==> config.mk <==
export PLATFORM = sky130hd
export DESIGN_NAME = c_escape_sequence_decoder_unit
export DESIGN_NICKNAME = d
export VERILOG_FILES = /design/src/esc_dec_pkg.sv /design/src/c_escape_sequence_decoder_unit.sv
export VERILOG_INCLUDE_DIRS = /design/src /design/src/src
export SDC_FILE = /design/constraint.sdc
export NUM_CORES = 1
export LEC_CHECK = 0
export BUFFER_PORTS_ARGS = -buffer_cell sky130_fd_sc_hd__buf_2
export CORE_MARGIN = 1.5
export CORE_UTILIZATION = 39
export CTS_CLUSTER_SIZE = 12
export DETAILED_ROUTE_END_ITERATION = 8
export MAX_ROUTING_LAYER = met4
export SLEW_MARGIN = 40
export SYNTH_ARGS = -nofsm -noshare
export SYNTH_HDL_FRONTEND = slang
export SYNTH_SLANG_ARGS = --single-unit
==> constraint.sdc <==
create_clock -name clock -period 2.2 [get_ports clock]
set_input_delay 0.44 -clock clock [delete_from_list [all_inputs] [get_ports clock]]
set_output_delay 0.44 -clock clock [all_outputs]
set_load 0.02 [all_outputs]
==> src/c_escape_sequence_decoder_unit_macros.svh <==
// Assertion macros for the C escape sequence decoder.
// No dependencies; included by files that carry concurrent checks.
`ifndef C_ESCAPE_SEQUENCE_DECODER_UNIT_MACROS_SVH
`define C_ESCAPE_SEQUENCE_DECODER_UNIT_MACROS_SVH

// Same-cycle implication, checked outside reset.
`define CESD_ASSERT_IMPL(label, clk, rst, ante, cons) \
   label: assert property (@(posedge clk) disable iff (rst) (ante) |-> (cons)) \
      else $error("escape decoder check failed");

// Next-cycle implication, checked outside reset.
`define CESD_ASSERT_NEXT(label, clk, rst, ante, cons) \
   label: assert property (@(posedge clk) disable iff (rst) (ante) |=> (cons)) \
      else $error("escape decoder check failed");

`endif

==> src/esc_dec_pkg.sv <==
// Package for the C escape sequence decoder: beat types, status codes,
// character classification helpers. No dependencies.
`timescale 1ns / 1ps

package esc_dec_pkg;

   localparam logic [1:0] ST_OK        = 2'd0;
   localparam logic [1:0] ST_OCT_RANGE = 2'd1;
   localparam logic [1:0] ST_BAD_HEX   = 2'd2;
   localparam logic [1:0] ST_END       = 2'd3;

   localparam logic [2:0] USED_NONE  = 3'd0;
   localparam logic [2:0] USED_ONE   = 3'd2;
   localparam logic [2:0] USED_TWO   = 3'd3;
   localparam logic [2:0] USED_THREE = 3'd4;

   localparam logic [7:0] CH_NUL = 8'h00;
   localparam logic [7:0] CH_X   = "x";

   typedef struct packed {
      logic [7:0] first_char;
      logic [7:0] second_char;
      logic [7:0] third_char;
   } req_type;

   typedef struct packed {
      logic [7:0] decoded_byte;
      logic [2:0] consumed;
      logic [1:0] status;
   } rsp_type;

   function automatic logic is_oct(input logic [7:0] c);
      return c inside {["0":"7"]};
   endfunction

   function automatic logic is_hex(input logic [7:0] c);
      return c inside {["0":"9"], ["a":"f"], ["A":"F"]};
   endfunction

   function automatic logic [3:0] hex_val(input logic [7:0] c);
      logic [7:0] v;
      v = 8'd0;
      if (c inside {["0":"9"]}) begin
         v = c - 8'h30;
      end else if (c inside {["a":"f"]}) begin
         v = c - 8'h57;
      end else if (c inside {["A":"F"]}) begin
         v = c - 8'h37;
      end
      return v[3:0];
   endfunction

   function automatic logic [7:0] named_val(input logic [7:0] c);
      logic [7:0] v;
      case (c)
         "n":     v = 8'd10;
         "r":     v = 8'd13;
         "a":     v = 8'd7;
         "b":     v = 8'd8;
         "f":     v = 8'd12;
         "t":     v = 8'd9;
         "v":     v = 8'd11;
         default: v = c;
      endcase
      return v;
   endfunction

endpackage

==> src/c_escape_sequence_decoder_unit.sv <==
// Decodes the escape that follows a backslash: classify, assemble, select.
// Depends on esc_dec_pkg and c_escape_sequence_decoder_unit_macros.svh.
//
// One sequence is taken per cycle while req_ready is high. A request beat accepted
// at a clock edge passes through three register stages before rsp_data shows its
// result. The stages are character classify, octal and hex value assembly, and
// final select into the output register. Each stage advances whenever the stage
// after it is empty or moving, so bubbles close up while a result waits.
// req_ready drops only once all three stages hold beats and rsp_ready is low.
`timescale 1ns / 1ps
`include "c_escape_sequence_decoder_unit_macros.svh"

module c_escape_sequence_decoder_unit
   import esc_dec_pkg::*;
(
   input  logic    clock,
   input  logic    reset,
   input  logic    req_valid,
   output logic    req_ready,
   input  req_type req_data,
   output logic    rsp_valid,
   input  logic    rsp_ready,
   output rsp_type rsp_data
);

   typedef struct packed {
      logic       c1_oct;
      logic       c2_oct;
      logic       c3_oct;
      logic       c1_x;
      logic       c1_zero;
      logic       c2_hex;
      logic       c3_hex;
      logic [2:0] d1;
      logic [2:0] d2;
      logic [2:0] d3;
      logic [3:0] h2;
      logic [3:0] h3;
      logic [7:0] other_val;
   } s1_type;

   typedef struct packed {
      logic       c1_oct;
      logic       c1_x;
      logic       c1_zero;
      logic       oct_range;
      logic [7:0] oct_val;
      logic [2:0] oct_used;
      logic       hex_bad;
      logic [7:0] hex_val;
      logic [2:0] hex_used;
      logic [7:0] other_val;
   } s2_type;

   logic    v1_ff, v1_in, v2_ff, v2_in, v3_ff, v3_in;
   logic    en1, en2, en3;
   s1_type  s1_ff, s1_in;
   s2_type  s2_ff, s2_in;
   rsp_type rsp_ff, rsp_in;

   assign en3       = !v3_ff || rsp_ready;
   assign en2       = !v2_ff || en3;
   assign en1       = !v1_ff || en2;
   assign req_ready = en1;
   assign rsp_valid = v3_ff;
   assign rsp_data  = rsp_ff;

   assign v1_in = en1 ? req_valid : v1_ff;
   assign v2_in = en2 ? v1_ff : v2_ff;
   assign v3_in = en3 ? v2_ff : v3_ff;

   // classify
   always_comb begin
      s1_in.c1_oct    = is_oct(req_data.first_char);
      s1_in.c2_oct    = is_oct(req_data.second_char);
      s1_in.c3_oct    = is_oct(req_data.third_char);
      s1_in.c1_x      = (req_data.first_char == CH_X);
      s1_in.c1_zero   = (req_data.first_char == CH_NUL);
      s1_in.c2_hex    = is_hex(req_data.second_char);
      s1_in.c3_hex    = is_hex(req_data.third_char);
      s1_in.d1        = req_data.first_char[2:0];
      s1_in.d2        = req_data.second_char[2:0];
      s1_in.d3        = req_data.third_char[2:0];
      s1_in.h2        = hex_val(req_data.second_char);
      s1_in.h3        = hex_val(req_data.third_char);
      s1_in.other_val = named_val(req_data.first_char);
   end

   // assemble octal and hex values
   always_comb begin
      s2_in.c1_oct    = s1_ff.c1_oct;
      s2_in.c1_x      = s1_ff.c1_x;
      s2_in.c1_zero   = s1_ff.c1_zero;
      s2_in.other_val = s1_ff.other_val;
      s2_in.oct_range = 1'b0;
      if (s1_ff.c2_oct && s1_ff.c3_oct) begin
         s2_in.oct_range = s1_ff.d1[2];
         s2_in.oct_val   = {s1_ff.d1[1:0], s1_ff.d2, s1_ff.d3};
         s2_in.oct_used  = USED_THREE;
      end else if (s1_ff.c2_oct) begin
         s2_in.oct_val   = {2'b00, s1_ff.d1, s1_ff.d2};
         s2_in.oct_used  = USED_TWO;
      end else begin
         s2_in.oct_val   = {5'd0, s1_ff.d1};
         s2_in.oct_used  = USED_ONE;
      end
      s2_in.hex_bad = !s1_ff.c2_hex;
      if (s1_ff.c3_hex) begin
         s2_in.hex_val  = {s1_ff.h2, s1_ff.h3};
         s2_in.hex_used = USED_THREE;
      end else begin
         s2_in.hex_val  = {4'd0, s1_ff.h2};
         s2_in.hex_used = USED_TWO;
      end
   end

   // select
   always_comb begin
      rsp_in.decoded_byte = 8'd0;
      rsp_in.consumed     = USED_NONE;
      rsp_in.status       = ST_OK;
      if (s2_ff.c1_oct) begin
         if (s2_ff.oct_range) begin
            rsp_in.status = ST_OCT_RANGE;
         end else begin
            rsp_in.decoded_byte = s2_ff.oct_val;
            rsp_in.consumed     = s2_ff.oct_used;
         end
      end else if (s2_ff.c1_x) begin
         if (s2_ff.hex_bad) begin
            rsp_in.status = ST_BAD_HEX;
         end else begin
            rsp_in.decoded_byte = s2_ff.hex_val;
            rsp_in.consumed     = s2_ff.hex_used;
         end
      end else if (s2_ff.c1_zero) begin
         rsp_in.status = ST_END;
      end else begin
         rsp_in.decoded_byte = s2_ff.other_val;
         rsp_in.consumed     = USED_ONE;
      end
   end

   always_ff @(posedge clock) begin
      if (reset) begin
         v1_ff <= 1'b0;
         v2_ff <= 1'b0;
         v3_ff <= 1'b0;
      end else begin
         v1_ff <= v1_in;
         v2_ff <= v2_in;
         v3_ff <= v3_in;
      end
   end

   always_ff @(posedge clock) begin
      if (en1) begin
         s1_ff <= s1_in;
      end
      if (en2) begin
         s2_ff <= s2_in;
      end
      if (en3) begin
         rsp_ff <= rsp_in;
      end
   end

   `CESD_ASSERT_NEXT(a_s1_hold, clock, reset, v1_ff && !en1, v1_ff && $stable(s1_ff))
   `CESD_ASSERT_IMPL(a_empty_out_ready, clock, reset, !v3_ff, req_ready)
   `CESD_ASSERT_IMPL(a_err_zero, clock, reset, v3_ff && (rsp_ff.status != ST_OK), (rsp_ff.decoded_byte == 8'd0) && (rsp_ff.consumed == USED_NONE))
   `CESD_ASSERT_IMPL(a_ok_used, clock, reset, v3_ff && (rsp_ff.status == ST_OK), (rsp_ff.consumed == USED_ONE) || (rsp_ff.consumed == USED_TWO) || (rsp_ff.consumed == USED_THREE))

endmodule

== Word level (Yosys, flattened, before mapping) ==
Cells that the tools add are included.

* Register bits after elaboration: 83
* Input bits: 28
* Output and inout port bits: 15
* Logic and storage cells: 98

* $add $sub $neg: 6
* Magnitude comparators: 16
* Eq/ne operators: 8
* Muxes and demuxes: 18
* Reduce and logical (&&, ||, !) cells: 20

{| class="wikitable"
|+ Operators with widths
! cell !! number
|-
| == test 8 x 7 -> 1 bit (second input constant) || 8
|-
| case mux 8 bit (7 select lines) || 1
|-
| two-way mux 11 bit || 4
|-
| less-or-equal comparator 8 x 6 -> 1 bit (second input constant) || 5
|-
| greater-or-equal comparator 8 x 7 -> 1 bit (second input constant) || 4
|-
| less-or-equal comparator 8 x 7 -> 1 bit (second input constant) || 4
|-
| two-way mux 13 bit || 2
|-
| greater-or-equal comparator 8 x 6 -> 1 bit (second input constant) || 3
|-
| two-way mux 4 bit || 6
|-
| subtractor 4 x 3 -> 4 bit (second input constant) || 4
|-
| logical AND 1 bit || 10
|-
| two-way mux 9 bit || 1
|-
| zero test 8 bit || 1
|-
| subtractor 4 x 1 -> 4 bit (second input constant) || 2
|-
| two-way mux 7 bit || 1
|-
| nonzero test 3 bit || 2
|-
| zero test 1 bit || 4
|-
| two-way mux 2 bit || 2
|-
| logical OR 1 bit || 3
|-
| two-way mux 1 bit || 1
|}

== Depth between registers and ports, before layout ==
Gate-level depths: netlist of run 1.

* Depth in word-level cells: 5
* Gate-level depth with buffers: 6
* Depth with buffers taken out: 6

== Least setup slack after synthesis of run 1 ==
OpenSTA, ideal clock, no wires.

* Path kind: flip-flop to flip-flop
* Start point: register v3_ff, in the netlist rsp_valid
* End point: register s1_ff[0] (netlist name), enable pin
* Library setup time: 0.520 ns
* Data arrival time: 1.472 ns
* Slack: 0.207 ns
* Cell stages (with the launch flop): 4
* Buffers on the path: 0
* Period minus slack after synthesis: 1.993 ns
* Cell sequence: dfxtp_1 nor2b_1 and2_1 nand2_1

* Longest elaborated chain between the ends: 4

{| class="wikitable"
|+ Ends and longest elaborated chain
! item !! RTL line !! RTL
|-
| start: declaration || c_escape_sequence_decoder_unit.sv:55 || <nowiki>logic v1_ff, v1_in, v2_ff, v2_in, v3_ff, v3_in;</nowiki>
|-
| start signal: assignment || c_escape_sequence_decoder_unit.sv:152 || <nowiki>v3_ff <= v3_in;</nowiki>
|-
| zero test 1 bit || c_escape_sequence_decoder_unit.sv:61 || <nowiki>assign en3 = !v3_ff || rsp_ready;</nowiki>
|-
| logical OR 1 bit || c_escape_sequence_decoder_unit.sv:61 ||
|-
| logical OR 1 bit || c_escape_sequence_decoder_unit.sv:62 || <nowiki>assign en2 = !v2_ff || en3;</nowiki>
|-
| logical OR 1 bit || c_escape_sequence_decoder_unit.sv:63 || <nowiki>assign en1 = !v1_ff || en2;</nowiki>
|-
| net req_ready || c_escape_sequence_decoder_unit.sv:19 || <nowiki>output logic req_ready,</nowiki>
|-
| end signal: assignment || c_escape_sequence_decoder_unit.sv:158 || <nowiki>s1_ff <= s1_in;</nowiki>
|-
| end: declaration || c_escape_sequence_decoder_unit.sv:57 || <nowiki>s1_type s1_ff, s1_in;</nowiki>
|}

The timed path passes the listed nets, and every way through them passes these cells.
A chain may end at the register's enable or synchronous reset.

== Worst setup path after layout of run 1 ==
* Start point: register v3_ff, in the netlist rsp_valid
* End point: output port req_ready

* Longest elaborated chain between the ends: 4

{| class="wikitable"
|+ Ends and longest elaborated chain
! item !! RTL line
|-
| zero test 1 bit || c_escape_sequence_decoder_unit.sv:61
|-
| logical OR 1 bit || c_escape_sequence_decoder_unit.sv:61
|-
| logical OR 1 bit || c_escape_sequence_decoder_unit.sv:62
|-
| logical OR 1 bit || c_escape_sequence_decoder_unit.sv:63
|-
| end: declaration || c_escape_sequence_decoder_unit.sv:19
|}

Every way passes these cells.

==> reports/results.txt, run 1 <==
Status: complete, no violations
Postcts setup bufs: 0
Nature of the critical path endpoint: output port
Highest-count cells in the layout ignoring fill and taps: edfxtp_1, buf_2, inv_1
Post-route insts no fill: 404
Yosys top cell by area: edfxtp_1
Fin area: 0.00402 mm^2
Yosys top cell area share: 67.6%
Count of final hold-check violations: 0
Post-Place Setup Slack: 314 ps
Final worst path period share: 86.5%
Pwr Density: 719 mW/mm^2
Slowest stage delay, CP: 320 ps
H-Tree Depth: 3
Combinational fraction of design power: 6.4%
CP Launch Type: flop
DP HPWL: 4.15 mm
R2r setup slk: 710 ps
First-pass GRT wire length: 9.18 mm
Clock Skews: 4.37 ps
Synthesis-to-layout area growth: 14.4%
Buffers added on ports: 42
Fin nets: 325
Top_reg_cell synth: edfxtp_1
Kind of critical path: reg2out
Largest net degree at the start of global routing: 35
Clock sink count: 82
Design Power: 2.89 mW
Cell Rows: 34
Hold wc startpoint: reset
Antenna violations before repair: 0
Post-DR wirelength/cell: 14.1 um
Post-cts hold buffer count: 0
Maxcap violations: 0
Critical Path RT: 1760 ps
Number of cells on the worst reg-to-reg path: 3
# resized after CTS: 0
TritonCTS clock tree: yes
Gate Count Post-Synth: 245
Max Fclk: 0.526 GHz
Setup TNS: 0 ps
Clock network power share: 31.2%
Post-synthesis register bit count: 82
WHS Endpoint: v1_ff$_SDFFE_PP0P_
Part of the power in registers: 62.3%
Cell Area, Synth: 0.00351 mm^2
Antenna Cells: 0
Vias in the first global route: 1,919
DRT antenna net count: 0
I/O pins: 43
Grt total ovfl: 0
Critical path fanouts, max: 4
Die area: 0.00958 mm^2
Cell variety after synth: 44
CP arrival: 1460 ps
DRT iter0 DRCs: 144
Worst skew pair latency: 340 ps
Drt pass-1 iters: 4
Fraction of layout cells with a size suffix above 1: 24.7%
Final wirelength: 5.71 mm
Net Count, Synth: 279
RePlAce Congestion: 0.846
Final min period: 1900 ps
DIE HEIGHT: 97.9 um
Slowest CP cell: dfxtp_1
Most common cell after layout, fill and taps aside: edfxtp_1
Hold Path Cell Cnt: 2
Reg-to-Reg End: rsp_data[12]$_DFFE_PP_
Yosys warns: 0
Slew headroom: 57.9%
Post-route DRC: 0
Crit-path cells: nor2b_1, and2_1, nand2_1, buf_2
Hold WS: 276 ps
Hold crit path type: in2reg
Worst Tran Pin Value: 628 ps
Reg2Reg Launch Point: s2_ff[34]$_DFFE_PP_
Final Max Slew Viols: 0
Max clock buf depth: 2
Internal power: 2.24 mW
Die W: 97.9 um
Gr usage total: 12.9%
Total core area: 0.00872 mm^2
Seq/Total Area, Yosys: 69.3%
RSZ-0062 raised after global routing: no
Total number of vias: 2,051
Top cells by area, synth: edfxtp_1, a222oi_1, inv_1
Num CTS Buffers: 9
Final Util: 46.1%
Area after DPL: 0.00386 mm^2
Root Buffer: clkbuf_8
CTS clk-pin slew, worst paths: 80 ps
Cells after DPL: 388
P_leak: 1.63 nW
Syn_area_per_cell: 14.3 um^2
Switch share: 22.3%
Peak VDD IR: 276 uV
Final Setup Violations: 0
Asr flop ratio synth: 0%
DR vias/cell: 5.08
Switch Pwr: 0.643 mW
Setup WS post-layout: 297 ps
Initial Utilization: 40.3%
EDFF count, synth: 79
==> metal layers <==
layer | vias to the layer above | GRT usage, % | share of wire, %
met3 | 11 | 4.58 | 5.1
li1 | 1025 | - | -
met5 | - | - | 0
met4 | 0 | 6.37 | 2.8
met1 | 959 | 15.6 | 45
met2 | 56 | 19.3 | 47
==> how the worst max path moves through the flow <==
stage	start	to	depth (start not counted)
after global routing	rsp_valid$_SDFFE_PP0P_	req_ready	4
after global placement	req_data[9]	s1_ff[14]$_DFFE_PP_	7
after CTS	rsp_valid$_SDFFE_PP0P_	req_ready	4
after detailed placement	req_data[8]	s1_ff[14]$_DFFE_PP_	7
after floorplan	rsp_valid$_SDFFE_PP0P_	s1_ff[0]$_DFFE_PP_	3
final	rsp_valid$_SDFFE_PP0P_	req_ready	4
==> Yosys cell counts, drive strengths merged (2+ instances only) <==
cell type,instances
nor4,5
mux2,5
o21ai,5
o21bai,4
inv,23
a21oi,12
and2,5
clkbuf,8
a222oi,8
buf,2
nor2b,7
ha,6
and3,5
nand3,4
o31ai,2
o211ai,2
dfxtp,3
nor4b,3
a2111oi,3
nor2,13
mux2i,7
nand2,14
a21o,2
edfxtp,79
a22o,3
nor3,3
==> area by class of cell <==
type / count / area (um^2)
clock buffers: 10 / 128
multi-input cells: 130 / 957
repair buffers: 45 / 245
inverters: 23 / 86.3
flip-flops and latches: 82 / 2430
clock inverters: 6 / 33.8
fillers: 770 / 4700
well taps: 108 / 135
==> kinds of logic after synthesis <==
kind of cell,share of synthesized area [%]
flops,69.3
simple gates,10.3
compound gates,11.1
buf+inv,3.60
mux,3.60
fa+ha+maj,2.14
==> sequential cells by signal, indices dropped and copies added, names as in the netlist <==
signal,cells
s1_ff,32
v1_ff,1
rsp_data,13
s2_ff,34
v2_ff,1
rsp_valid,1
==> worst max-delay path, delay by kind of cell, from the launching register on <==
kind,cells,cell delay [ps]
flops,1,320
simple gates,3,600
buf+inv,1,200
==> power groups by stage <==
stage          registers (mW)  logic [mW]  clock network (mW)
2_1_floorplan            1.84      0.0933                   0
3_3_place_gp             1.84       0.181                   0
3_5_place_dp             1.84       0.187                   0
4_1_cts                  1.80       0.188               0.937
5_1_grt                  1.81       0.207               0.989
6_report                 1.80       0.186               0.902
Note: power is estimated with default switching activity, not from simulation.
==> run 2, diff against run 1 <==
Settings changed: REMOVE_ABC_BUFFERS set to 1.
==> reports/results.txt, run 2 (synthesis results as in run 1) <==
Status: complete, no violations
DR vias/cell: 5.04
Area after DPL: 0.00386 mm^2
Design Power: 2.97 mW
Combinational fraction of design power: 6.3%
Post-DR wirelength/cell: 13.6 um
Grt total ovfl: 0
DRT iter0 DRCs: 96
WHS Endpoint: rsp_valid$_SDFFE_PP0P_
Count of final hold-check violations: 0
Switch share: 20.5%
Cell Rows: 34
Clock sink count: 82
Fraction of layout cells with a size suffix above 1: 23.6%
Total core area: 0.00872 mm^2
Initial Utilization: 40.3%
Biggest register: s2_ff
Number of cells on the worst reg-to-reg path: 4
Setup WS post-layout: 306 ps
Post-route DRC: 0
Setup TNS: 0 ps
Final worst path period share: 86.1%
Postcts setup bufs: 0
Highest-count cells in the layout ignoring fill and taps: edfxtp_1, buf_2, inv_1
Post-route insts no fill: 405
Max Fclk: 0.528 GHz
Hold crit path type: in2reg
Clock network power share: 33.2%
Worst Tran Pin Value: 610 ps
DP HPWL: 3.99 mm
R2r setup slk: 700 ps
Vias in the first global route: 1,913
Worst skew pair latency: 340 ps
Max FFs per register: 34
Switch Pwr: 0.610 mW
Antenna violations before repair: 0
Peak VDD IR: 289 uV
Num CTS Buffers: 9
TritonCTS clock tree: yes
Cells after DPL: 389
# resized after CTS: 0
Kind of critical path: reg2out
Die W: 97.9 um
First-pass GRT wire length: 9.16 mm
Gr usage total: 12.8%
Synthesis-to-layout area growth: 15.0%
RePlAce Congestion: 0.817
Critical Path RT: 1760 ps
Largest net degree at the start of global routing: 35
Post-Place Setup Slack: 314 ps
Internal power: 2.36 mW
Hold Path Cell Cnt: 2
RSZ-0062 raised after global routing: no
Buffers added on ports: 42
P_leak: 1.65 nW
Final Util: 46.3%
Pwr Density: 736 mW/mm^2
Post-cts hold buffer count: 0
Total number of vias: 2,041
I/O pins: 43
Hold WS: 282 ps
Final min period: 1890 ps
Critical path fanouts, max: 4
Most common cell after layout, fill and taps aside: edfxtp_1
Root Buffer: clkbuf_8
Slew headroom: 59.1%
Die area: 0.00958 mm^2
Antenna Cells: 0
H-Tree Depth: 3
Fin area: 0.00404 mm^2
Reg2Reg Launch Point: s2_ff[33]$_DFFE_PP_
Fin nets: 326
Maxcap violations: 0
Reg-to-Reg End: rsp_data[6]$_DFFE_PP_
Hold wc startpoint: reset
CP Launch Type: flop
Final Setup Violations: 0
DRT antenna net count: 0
Final Max Slew Viols: 0
Max clock buf depth: 2
CTS clk-pin slew, worst paths: 70 ps
Final wirelength: 5.52 mm
Nature of the critical path endpoint: output port
Drt pass-1 iters: 4
Part of the power in registers: 60.5%
CP arrival: 1450 ps
DIE HEIGHT: 97.9 um
Clock Skews: 7.24 ps
[run 2: cell types whose count changed in the layout (fill, tap and decap cells not counted), sizes merged]
cell	delta
clkbuf	+2
clkinvlp	-2
buf	+1
bufinv	+1
clkinv	-1
[run 2: area by class of cell]
| cell class | count | area [um^2] |
|---|---|---|
| Timing Repair Buffer | 46 | 253 |
| Multi-Input combinational cell | 130 | 952 |
| Clock inverter | 4 | 42.5 |
| Fill cell | 769 | 4680 |
| Clock buffer | 12 | 135 |
| Inverter | 23 | 86.3 |
| Sequential cell | 82 | 2430 |
| Tap cell | 108 | 135 |
[run 2: how the worst max path moves through the flow]
stage / depth (start not counted) / slack [ps] / from / endpoint
floorplan: 3 / 210 / rsp_valid$_SDFFE_PP0P_ / s1_ff[0]$_DFFE_PP_
global placement: 7 / 400 / req_data[9] / s1_ff[14]$_DFFE_PP_
detailed placement: 7 / 310 / req_data[9] / s1_ff[14]$_DFFE_PP_
CTS: 4 / 270 / rsp_valid$_SDFFE_PP0P_ / req_ready
global route: 4 / 150 / rsp_valid$_SDFFE_PP0P_ / req_ready
finish: 4 / 310 / rsp_valid$_SDFFE_PP0P_ / req_ready
[run 2: routing by layer]
| metal | part of all wire (%) | wire [um] | track usage [%] |
|---|---|---|---|
| met2 | 48 | 2670 | 19.6 |
| met1 | 44 | 2440 | 15.7 |
| met4 | 2.7 | 150 | 6.81 |
| met5 | 0 | 0 | - |
| met3 | 4.7 | 259 | 3.22 |
[run 2: power groups by stage]
| stage | Clock [mW] | Sequential [mW] | Combinational [mW] |
|---|---|---|---|
| floorplan | 0 | 1.85 | 0.0811 |
| global placement | 0 | 1.83 | 0.183 |
| detailed placement | 0 | 1.83 | 0.188 |
| CTS | 1.02 | 1.80 | 0.188 |
| global route | 1.09 | 1.81 | 0.209 |
| finish | 0.987 | 1.80 | 0.187 |
[run 2: worst max-delay path, cell delays in order, from the launching register on]
cell and delay (ps):
dfxtp_1 320, nor2b_1 200, and2_1 210, nand2_1 180, buf_2 210
==> run 3, diff against run 2 <==
Settings changed: GPL_TIMING_DRIVEN set to 0, HOLD_SLACK_MARGIN set to 0.12.
==> reports/results.txt, run 3 (synthesis results as in run 1) <==
Status: complete, no violations
Post-route DRC: 0
Setup WS post-layout: 212 ps
Kind of critical path: reg2out
Reg2Reg Launch Point: s2_ff[34]$_DFFE_PP_
Area after DPL: 0.00382 mm^2
Worst skew pair latency: 340 ps
Final Setup Violations: 0
Post-DR wirelength/cell: 13.8 um
Critical Path Sink: req_ready
Synthesis-to-layout area growth: 14.6%
Cell Rows: 34
Design Power: 3.00 mW
CTS clk-pin slew, worst paths: 80 ps
Critical path fanouts, max: 33
CP arrival: 1550 ps
Final worst path period share: 90.4%
Post-cts hold buffer count: 0
DP HPWL: 3.94 mm
Die area: 0.00958 mm^2
Clock Skews: 10.4 ps
Number of cells on the worst reg-to-reg path: 3
Postcts setup bufs: 0
Slowest stage delay, CP: 320 ps
DRT antenna net count: 0
Fin area: 0.00402 mm^2
I/O pins: 43
Gr usage total: 13.0%
Biggest register: s2_ff
Vias in the first global route: 1,924
Drt pass-1 iters: 5
Met2 Routed Length: 2.68 mm
H-Tree Depth: 3
Hold Path Cell Cnt: 2
Clock sink count: 82
Final Max Slew Viols: 0
Critical Path Start: rsp_valid$_SDFFE_PP0P_
Count of final hold-check violations: 0
Crit-path cells: nor2b_1, and2_2, nand2_8, buf_2
Met3 WL: 260 um
Final wirelength: 5.55 mm
RSZ-0062 raised after global routing: no
Fin nets: 322
Critical Path RT: 1760 ps
Final min period: 1990 ps
P_leak: 1.63 nW
Buffers added on ports: 42
Max clock buf depth: 2
Largest net degree at the start of global routing: 35
Total number of vias: 2,021
Root Buffer: clkbuf_8
Slowest CP cell: dfxtp_1
Post-Place Setup Slack: -49.2 ps
Peak VDD IR: 242 uV
Hold WS: 283 ps
Nature of the critical path endpoint: output port
WP depth: 4
Final Util: 46.1%
RePlAce Congestion: 0.818
Fraction of layout cells with a size suffix above 1: 24.9%
R2r setup slk: 580 ps
CP Launch Type: flop
Initial Utilization: 40.3%
Num CTS Buffers: 9
Hold crit path type: in2reg
Grt total ovfl: 0
Slew headroom: 47.1%
Worst Tran Pin Value: 791 ps
Die W: 97.9 um
DRT iter0 DRCs: 66
Max FFs per register: 34
TritonCTS clock tree: yes
Uppermost layer routed: met4
Pwr Density: 745 mW/mm^2
Highest-count cells in the layout ignoring fill and taps: edfxtp_1, buf_2, inv_1
Antenna violations before repair: 0
Max Fclk: 0.503 GHz
DR vias/cell: 5.04
CP delay by family, top: simple AND/OR/NAND/NOR gates
DRT met1 WL: 2.43 mm
Reg-to-Reg End: rsp_data[8]$_DFFE_PP_
Most common cell after layout, fill and taps aside: edfxtp_1
First-pass GRT wire length: 9.40 mm
Maxcap violations: 0
WP buf/inv: 1
Antenna Cells: 0
DIE HEIGHT: 97.9 um
Total core area: 0.00872 mm^2
run 3: cell types whose count changed in the layout (fill, tap and decap cells not counted):
| cell | before | now |
|---|---|---|
| nor3b_2 | 0 | 1 |
| inv_2 | 2 | 3 |
| clkinv_2 | 1 | 3 |
| nand2_1 | 14 | 13 |
| nand2_8 | 0 | 1 |
| buf_4 | 3 | 0 |
| buf_12 | 1 | 0 |
| and2_2 | 0 | 1 |
| clkinvlp_4 | 0 | 1 |
| nor3b_1 | 1 | 0 |
| clkbuf_1 | 3 | 0 |
| and2_1 | 5 | 4 |
| inv_1 | 21 | 20 |
run 3: stage by stage:
stage	TNS, ps	cells
floorplan	0	235
global placement	-2900	385
detailed placement	-49.2	385
CTS	0	401
global route	0	401
finish	0	401
run 3: worst min path at each step:
stage	startpoint	endpoint	slack, ps
after floorplan	s1_ff[0]$_DFFE_PP_	s2_ff[0]$_DFFE_PP_	400
after global placement	s1_ff[28]$_DFFE_PP_	s2_ff[33]$_DFFE_PP_	410
after detailed placement	s1_ff[1]$_DFFE_PP_	s2_ff[1]$_DFFE_PP_	400
after CTS	reset	rsp_valid$_SDFFE_PP0P_	260
after global routing	reset	rsp_valid$_SDFFE_PP0P_	280
final	reset	rsp_valid$_SDFFE_PP0P_	280
run 3: what timing repair did:
action                     CTS  global route
gates cloned                 0             0
pin swaps                    0             0
resized for setup            1             2
setup endpoints to repair    1             1
run 3: where the power goes:
group	switching, mW	total (mW)	internal, mW
clock network	0.502	1.01	0.511
logic	0.111	0.186	0.0745
registers	0.0299	1.80	1.77
total	0.643	3.00	2.35
run 3: final cells by class:
class	count	area, um^2
clock inverter	7	60.1
tap	108	135
fill	754	4700
multi-input combinational	130	975
sequential	82	2430
clock buffer	9	124
timing repair buffer	42	210
inverter	23	86.3
run 3: per-layer routing:
layer,vias up,track usage (%)
met1,944,15.9
met4,0,7.25
met3,12,2.72
li1,1015,-
met2,50,20.1
met5,-,-
